==> config.mk <==
export PLATFORM = sky130hd
export DESIGN_NAME = red_quant
export DESIGN_NICKNAME = d
export VERILOG_FILES = /design/src/hw/rtl/rgb_error_diffusion_dither_unit_macros.svh /design/src/hw/rtl/red_quant.sv
export SDC_FILE = /design/constraint.sdc
export NUM_CORES = 1
export LEC_CHECK = 0
export CAP_MARGIN = 20
export CORE_ASPECT_RATIO = 1.2
export CORE_UTILIZATION = 45
export CTS_CLUSTER_DIAMETER = 100
export DETAILED_ROUTE_END_ITERATION = 10
export DONT_BUFFER_PORTS = 1
export GPL_TIMING_DRIVEN = 0
export PLACE_DENSITY = 0.7
export RECOVER_POWER = 100
export SYNTH_ARGS = -nofsm -noshare
export SYNTH_HDL_FRONTEND = slang
export SYNTH_SLANG_ARGS = --single-unit
==> constraint.sdc <==
create_clock -name i_clk -period 22.6 [get_ports i_clk]
set_input_delay 3.39 -clock i_clk [delete_from_list [all_inputs] [get_ports i_clk]]
set_output_delay 3.39 -clock i_clk [all_outputs]
set_load 0.01 [all_outputs]
==> src/hw/rtl/rgb_error_diffusion_dither_unit_macros.svh <==
// ---------------------------------------------------------------------------
// Assertion macros for the dither unit
// Short property wrappers used by the top level.
// ---------------------------------------------------------------------------
`ifndef RGB_ERROR_DIFFUSION_DITHER_UNIT_MACROS_SVH
`define RGB_ERROR_DIFFUSION_DITHER_UNIT_MACROS_SVH

// Implication checked on every edge outside reset.
`define RED_ASSERT_IMP(label, clk, rst_n, pre, post) \
    label: assert property (@(posedge clk) disable iff (!rst_n) (pre) |-> (post)) \
        else $error("assertion failed");

// Next-cycle implication checked outside reset.
`define RED_ASSERT_NXT(label, clk, rst_n, pre, post) \
    label: assert property (@(posedge clk) disable iff (!rst_n) (pre) |=> (post)) \
        else $error("assertion failed");

`endif

==> src/hw/rtl/red_quant.sv <==
// ---------------------------------------------------------------------------
// Channel quantizer
// Computes q = floor(idx*255/m) with idx = floor((v*m+127)/255), iteratively.
// ---------------------------------------------------------------------------
module red_quant (
    input  logic       i_clk,
    input  logic       i_rst_n,
    input  logic       i_start,
    input  logic [7:0] i_v,
    input  logic [7:0] i_m,
    output logic       o_done,
    output logic [7:0] o_q
);
    // Phase 0: divide (v*m+127) by 255 (constant, reciprocal form).
    // Phase 1: restoring division of idx*255 by m, one bit per cycle.
    logic [15:0] r_num;
    logic [7:0]  r_den;
    logic [7:0]  r_rem;
    logic [7:0]  r_quo;
    logic [3:0]  r_cnt;
    logic        r_busy;
    logic [16:0] w_t;
    logic [7:0]  w_idx;
    logic [8:0]  w_trial;

    always_comb begin
        w_t = {9'd0, i_v} * {9'd0, i_m} + 17'd127;
        // floor(t/255) for t < 65536: t*257>>16 with one correction
        w_idx = 8'(({8'd0, w_t} * 25'd257) >> 16);
        if ((w_t - 17'(w_idx) * 17'd255) >= 17'd255) w_idx = w_idx + 8'd1;
        w_trial = {r_rem, r_num[15]};
    end

    always_ff @(posedge i_clk) begin
        if (!i_rst_n) begin
            r_busy <= 1'b0;
            o_done <= 1'b0;
        end else begin
            o_done <= 1'b0;
            if (i_start) begin
                r_busy <= 1'b1;
                r_num  <= 16'({8'd0, w_idx} * 16'd255);
                r_den  <= i_m;
                r_rem  <= '0;
                r_cnt  <= '0;
            end else if (r_busy) begin
                r_num <= {r_num[14:0], 1'b0};
                if (w_trial >= {1'b0, r_den}) begin
                    r_rem <= 8'(w_trial - {1'b0, r_den});
                    r_quo <= {r_quo[6:0], 1'b1};
                end else begin
                    r_rem <= w_trial[7:0];
                    r_quo <= {r_quo[6:0], 1'b0};
                end
                r_cnt <= r_cnt + 4'd1;
                if (r_cnt == 4'd15) begin
                    r_busy <= 1'b0;
                    o_done <= 1'b1;
                end
            end
        end
    end
    // quotient fits in 8 bits; only its low byte is kept
    assign o_q = r_quo;
endmodule

==> flow_summary.yaml, run 1 <==
critical_path:
  end_kind: "register"
  ff2ff_path_depth: 13
  critPathMaxStageDelay_ps: 740
  required_ps: 22630
  crit_type: "in -> reg"
  crit_path_top_delay_cell: "a2111oi_0"
  rrSetupSlack_ps: 19460
  crit_path_max_fanout: 9
  timing.rr.end: "r_rem[5]"
  r2r-start: "r_den[1]"
  startpoint: "i_m[7]"
  start_kind: "input pin"
  cp.arrival_ps: 20410
placement:
  portBuffers: 0
  hpwl_um: 15700
  gp_congestion: 0.908
min_path:
  holdPathStages: 2
  hp-start: "r_busy"
  hold_path_end: "o_done"
  hold_class: "reg -> reg"
synthesis:
  ys_ff_latch: 46
  ys_seq_area_frac: 0.146
  yosysUniqueCellTypes: 71
  ys_top_cells_by_area: "ha_1 21%, fa_1 21%, edfxtp_1 14%"
  synth_fp_nets: 1300
  synth_top_cell_area_share: 0.210
  ys_async_sr_fraction: 0
  yosysTopAreaCell: "ha_1"
  yosysWarnings: 0
  dominantRegCellSynth: "edfxtp_1"
  syn_area_per_cell_um2: 9.10
  synthCells: 1027
  synth_area_um2: 9340
  synth_enable_flop_cells: 44
clock_tree:
  post-cts-setup-buffers: 0
  h-tree-depth: 2
  holdBufCountCts: 0
  worstSkewPairLatency_ps: 290
  tritoncts: "built"
  cts_resized: 0
  cts_root_buffer: "clkbuf_16"
  clock-sinks: 46
  clk_pin_slew_worst_paths_ps: 70
  clk_path_buf_depth: 2
  cts_buffers: 5
sta:
  rsz0062_at_grt: "no"
  tns_ps: 0
  max_slew_margin: 0.330
  finClkSkew_ps: 3.58
  slew_violations: 0
  fmax_mhz: 49.1
  worst_slew_pin_slew_ps: 1010
  hold_viol: 0
  post-route-min-period_ps: 20380
  period_share: 0.902
  setup_viol: 0
final_layout:
  drive_gt1_frac: 0.0347
  antennaDiodeCount: 0
  syn2layout_area_growth_pct: 5.20
  final_nets: 1308
floorplan:
  core_area_um2: 20300
  die_w_um: 134
  rows: 57
  initial_core_util: 0.460
  die-area_um2: 21300
  io_pins: 28
  die_y_um: 160
global_route:
  grt_use_total: 0.178
  grt_pass1_wl_um: 31600
  grt_overflow: 0
  antenna_found_initial: 0
  grt_start_max_net_pins: 19
  grt_pass1_vias: 6827
detailed_routing:
  drt_iter0_drc: 269
  totalWireLength_um: 18200
  vias_per_cell: 5.27
  final_antenna_net_count: 0
  drc: 0
  post_drt_wl_per_cell_um: 14.0
  firstDrtPassIters: 4
  dr_total_vias: 6854
run_status:
  status: "finished, final reports clean"
flow_run:
  drv_cap: 0
per-stage QoR:
step / std cells / instance area [um^2] / setup slack [ps] / hold WS [ps] / utilization
floorplan: 1027 / 9340 / 4100 / 452 / -
global placement: 1292 / 9670 / 2320 / 463 / 0.476
detailed placement: 1293 / 9700 / 2210 / 478 / 0.477
CTS: 1301 / 9860 / 2460 / 487 / 0.485
global route: 1301 / 9830 / 1170 / 533 / 0.484
finish: 1301 / 9830 / 2220 / 486 / 0.484
metal layers:
metal,wire (um),vias to the layer above,global-route usage
li1,-,3422,-
met1,7940,3326,0.227
met2,9520,84,0.326
met3,325,22,0.00794
met4,397,0,0.0496
met5,0,-,0
logic make-up after synthesis:
group	synth area share
XOR/XNOR	0.0718
AND/OR/NAND/NOR	0.138
adder cells (fa/ha/maj)	0.418
AO/OA/AOI/OAI	0.108
multiplexers	0.0265
buffers and inverters	0.0912
flip-flops	0.146
cell type report:
| type | instances | area (um^2) |
|---|---|---|
| repair buffers | 1 | 3.75 |
| well taps | 265 | 332 |
| flip-flops and latches | 46 | 1360 |
| inverters | 214 | 803 |
| plain buffers | 12 | 48.8 |
| clock inverters | 3 | 28.8 |
| fillers | 1892 | 10500 |
| clock buffers | 5 | 125 |
| multi-input cells | 755 | 7130 |
worst max-delay path: cells and delay by family:
| family | cells | cell delay (ps) |
|---|---|---|
| AND/OR/NAND/NOR | 10 | 2170 |
| multiplexers | 1 | 350 |
| buffers and inverters | 11 | 990 |
| XOR/XNOR | 5 | 1660 |
| AO/OA/AOI/OAI | 16 | 3930 |
| adder cells (fa/ha/maj) | 18 | 7840 |
flip-flops by register name (all words and copies together), names as in the netlist:
signal	cells
r_num	16
r_cnt	4
r_rem	8
r_busy	1
o_q	8
o_done	1
r_den	8
how the worst max path moves through the flow:
stage,slack [ps],depth (start not counted),to
floorplan,4100,59,r_num[15]
global placement,2320,61,r_num[15]
detailed placement,2210,61,r_num[15]
CTS,2460,61,r_num[15]
global route,1170,61,r_num[15]
finish,2220,61,r_num[15]
synth_stat cells, types with 10 or more instances:
library cell,n
inv_1,214
nor2b_1,13
ha_1,157
and2_1,39
edfxtp_1,44
nor2_1,67
nand2_1,65
nand4_1,12
xnor2_1,49
a21oi_1,35
nand3_1,16
xor2_1,23
mux2_2,14
nor3_1,10
a21o_1,10
o21ai_0,25
fa_1,97
placed cells by master (no fill, tap or decap), types with 4 or more instances in the layout:
cell type  count
xnor2_1       49
inv_1        214
mux2i_1        9
clkbuf_16      5
nand4_1       12
fa_1          97
a211oi_1       8
nor2b_1       13
o211ai_1       7
a21boi_0       7
o21ai_0       25
o21a_1         7
a21oi_1       35
and3_1         7
nand2b_1       8
clkbuf_1       9
nor3_1        10
ha_1         157
nand3_1       16
a21o_1        10
nor3b_1        4
edfxtp_1      44
nand2_1       66
xor2_1        23
nor2_1        67
o21bai_1       4
and2_1        37
mux2_2        13
Power of run 1 is not shown: default switching activity piles up to over one toggle a cycle in this logic, so the estimate is an artifact.
==> run 2: changes to the inputs <==
- CORE_MARGIN: not set -> 5
- GPL_ROUTABILITY_DRIVEN: not set -> 0
==> run 2 against run 1 <==
Against the previous run: wire length up 0.58%; cell count stayed put; utilization is 0.055 points lower; worst hold slack gained 0.98 ps; sequential cell count is the same; fmax fell by 0.13%; design area fell by 0.11%; clock skew increased by 2.1 ps.
==> flow_summary.yaml, run 2 (synthesis gave the netlist of run 1 again) <==
min_path:
  hp-start: "r_busy"
  hold_class: "reg -> reg"
critical_path:
  crit_path_top_delay_cell: "a2111oi_0"
  cp.arrival_ps: 20430
  start_kind: "input pin"
  critPathMaxStageDelay_ps: 740
  startpoint: "i_m[7]"
  end_kind: "register"
  crit_type: "in -> reg"
  r2r-start: "r_rem[0]"
  crit_path_max_fanout: 9
  required_ps: 22620
sta:
  fmax_mhz: 49.0
  worst_slew_pin_slew_ps: 1030
  finClkSkew_ps: 5.66
  slew_violations: 0
  period_share: 0.903
  tns_ps: 0
  setup_viol: 0
  hold_viol: 0
  rsz0062_at_grt: "no"
  max_slew_margin: 0.313
  post-route-min-period_ps: 20410
final_layout:
  final_nets: 1308
  layout_commonest_cell: "inv_1"
  syn2layout_area_growth_pct: 5.08
  antennaDiodeCount: 0
  regMostFlops: "r_num"
  multi_input_area_um2: 7130
  instances_no_fill: 1301
  largest_reg_flops: 16
  regArea_um2: 1360
  drive_gt1_frac: 0.0338
  nFillCells: 1974
  final_cell_mix: "214 x inv_1, 157 x ha_1, 97 x fa_1"
flow_run:
  drv_cap: 0
global_route:
  use_met3: 0.0102
  grt_use_met1: 0.199
  grt_pass1_vias: 7004
  grt_use_met2: 0.286
  grt_use_total: 0.157
  grt_pass1_wl_um: 31800
  grt_overflow: 0
  grt_start_max_net_pins: 19
  top_usage_layer: "met2"
  antenna_found_initial: 0
floorplan:
  die-area_um2: 23800
  rows: 57
  io_pins: 28
  initial_core_util: 0.460
  die_y_um: 168
  core_area_um2: 20300
  die_w_um: 142
clock_tree:
  clk_path_buf_depth: 2
  cts_resized: 0
  worstSkewPairLatency_ps: 280
  cts_root_buffer: "clkbuf_16"
  h-tree-depth: 2
  cts_buffers: 5
  tritoncts: "built"
  clock-sinks: 46
  post-cts-setup-buffers: 0
  holdBufCountCts: 0
  clk_pin_slew_worst_paths_ps: 60
detailed_routing:
  post_drt_wl_per_cell_um: 14.1
  totalWireLength_um: 18300
  dr_total_vias: 6843
  drc: 0
  firstDrtPassIters: 4
  vias_per_cell: 5.26
  drt_iter0_drc: 284
  final_antenna_net_count: 0
placement:
  portBuffers: 0
  dp_cells: 1293
  hpwl_um: 15900
run_status:
  status: "finished, final reports clean"
==> run 2: cell types whose count changed in the layout (fill, tap and decap cells not counted) <==
cell,delta
inv_6,-1
clkinv_2,+1
inv_8,-1
clkbuf_1,+1
==> run 2: critical path: cells and delay by family <==
family          cells  cell delay (ps)
mux                 1              360
compound gates     16             3880
xor+xnor            5             1700
buf+inv            11             1010
fa+ha+maj          18             7900
simple gates       10             2160
==> run 2: final cells by class <==
type / count / area share
multi-input combinational: 755 / 0.726
sequential: 46 / 0.139
inverter: 214 / 0.0818
tap: 265 / 0.0338
clock buffer: 6 / 0.0131
buffer: 12 / 0.00497
clock inverter: 2 / 0.00140
timing repair buffer: 1 / 0.000382
==> run 2: metrics by stage <==
stage	utilization	area (um^2)	hold WS [ps]	setup WS, ps
final	0.483	9820	487	2190
after floorplan	-	9340	452	4100
after CTS	0.484	9840	488	2410
after global placement	0.476	9670	466	2290
after global routing	0.483	9820	533	929
after detailed placement	0.477	9700	478	2140
==> run 2: worst paths after layout <==
path         cells past startpoint        end  slack, ps
max                             61  r_num[15]       2190
min                              2     o_done        490
max reg2reg                     12   r_rem[3]      19430
min reg2reg                      2     o_done        490
==> run 2: layer usage <==
| metal | vias up | share of wire |
|---|---|---|
| li1 | 3430 | - |
| met1 | 3287 | 0.43 |
| met3 | 19 | 0.027 |
| met2 | 107 | 0.52 |
| met5 | - | 0 |
| met4 | 0 | 0.021 |
Power of run 2 is left out for the same reason.
==> run 3: changes to the inputs <==
- clock period: 22.6 -> 19.18 ns (I/O delays scaled with it)
==> run 3 against run 2 <==
Against the previous run: sequential share of layout area decreased by 0.59 points; critical path depth decreased by 4; design area increased by 4.5%; cell count increased by 1.1%; worst hold slack about the same; non-clock buffer count increased by 14; critical path type unchanged.
==> flow_summary.yaml, run 3 (synthesis gave the netlist of run 1 again) <==
detailed_routing:
  dr_total_vias: 6922
  drt_iter0_drc: 370
  firstDrtPassIters: 4
  drc: 0
  post_drt_wl_per_cell_um: 14.3
  final_antenna_net_count: 0
  vias_per_cell: 5.26
  totalWireLength_um: 18800
final_layout:
  design_area_um2: 10300
  instances_no_fill: 1315
  largest_reg_flops: 16
  regMostFlops: "r_num"
  final_cell_mix: "212 x inv_1, 154 x ha_1, 96 x fa_1"
  nFillCells: 1917
  final_nets: 1322
  utilization: 0.505
  antennaDiodeCount: 0
  drive_gt1_frac: 0.0924
  syn2layout_area_growth_pct: 9.76
  layout_commonest_cell: "inv_1"
sta:
  timing.final.ws_setup_ps: 731
  worst_slew_pin_slew_ps: 995
  setup_viol: 0
  hold_viol: 0
  period_share: 0.962
  post-route-min-period_ps: 18450
  max_slew_margin: 0.336
  fmax_mhz: 54.2
  finClkSkew_ps: 5.69
  slew_violations: 0
global_route:
  antenna_found_initial: 0
  grt_use_total: 0.158
  grt_start_max_net_pins: 19
  grt_pass1_wl_um: 32000
  grt_pass1_vias: 7051
  grt_overflow: 0
floorplan:
  initial_core_util: 0.460
  die_w_um: 142
  die-area_um2: 23800
  core_area_um2: 20300
  io_pins: 28
  rows: 57
  die_y_um: 168
critical_path:
  crit_path_max_fanout: 11
  cp.arrival_ps: 18470
  rrSetupSlack_ps: 16020
  start_kind: "input pin"
  crit_type: "in -> reg"
  cp_common_cell: "fa_1"
  end_kind: "register"
  startpoint: "i_m[7]"
  required_ps: 19200
  crit_path_top_delay_cell: "fa_1"
  r2r-start: "r_rem[0]"
  critPathMaxStageDelay_ps: 620
clock_tree:
  cts_root_buffer: "clkbuf_16"
  tritoncts: "built"
  cts_buffers: 5
  worstSkewPairLatency_ps: 280
  clk_pin_slew_worst_paths_ps: 60
  h-tree-depth: 2
  clock-sinks: 46
  clk_path_buf_depth: 2
placement:
  portBuffers: 0
  dp_cells: 1293
  placed_cell_area_um2: 9700
  dp_slack_ps: -762
  hpwl_um: 15900
run_status:
  status: "finished, final reports clean"
min_path:
  hp-start: "r_busy"
  hold_class: "reg -> reg"
flow_run:
  drv_cap: 0
==> run 3: cell types whose count changed in the layout (fill, tap and decap cells not counted), sizes merged <==
cell | before | now
buf | 4 | 20
clkbuf | 15 | 13
==> run 3: final timing paths <==
check / endpoint / cells past startpoint
setup / recovery: r_num[15] / 57
hold / removal: o_done / 2
setup reg to reg: r_rem[3] / 12
hold reg to reg: o_done / 2
==> run 3: what timing repair did <==
action                                  CTS  global route
resized for setup                         9            54
endpoints found under the setup margin    4             9
gates cloned                              0             0
setup buffers                             1            15
pin swaps                                 1            12
hold buffers                              0             0
==> run 3: area by class of cell <==
class | count | area, um^2 | area share
inverters | 214 | 803 | 0.0783
well taps | 265 | 332 | 0.0323
flip-flops and latches | 46 | 1360 | 0.133
clock inverters | 2 | 13.8 | 0.00134
repair buffers | 17 | 124 | 0.0121
clock buffers | 6 | 129 | 0.0126
plain buffers | 10 | 50.0 | 0.00488
multi-input cells | 755 | 7440 | 0.726
==> run 3: worst max-delay path: cells and delay by family <==
kind	cells	cell delay [ps]
muxes	1	310
xor gates and xnor gates	6	1390
adders and majority gates	18	8260
AOI/OAI and AO/OA	17	3750
buffers and inverters	11	1020
and+or+nand+nor	4	830
==> run 3: per-layer routing <==
layer | vias to the layer above | GRT usage | wire length [um]
met4 | 0 | 0.0501 | 478
met3 | 31 | 0.0122 | 554
li1 | 3452 | - | -
met2 | 113 | 0.286 | 9870
met5 | - | 0 | 0
met1 | 3326 | 0.199 | 7900
==> run 3: metrics by stage <==
stage / setup TNS, ps / hold WS, ps
2_1_floorplan: 0 / 452
3_3_place_gp: -1380 / 466
3_5_place_dp: -2150 / 478
4_1_cts: 0 / 488
5_1_grt: -47.3 / 533
6_report: 0 / 487
Power of run 3 is left out for the same reason.
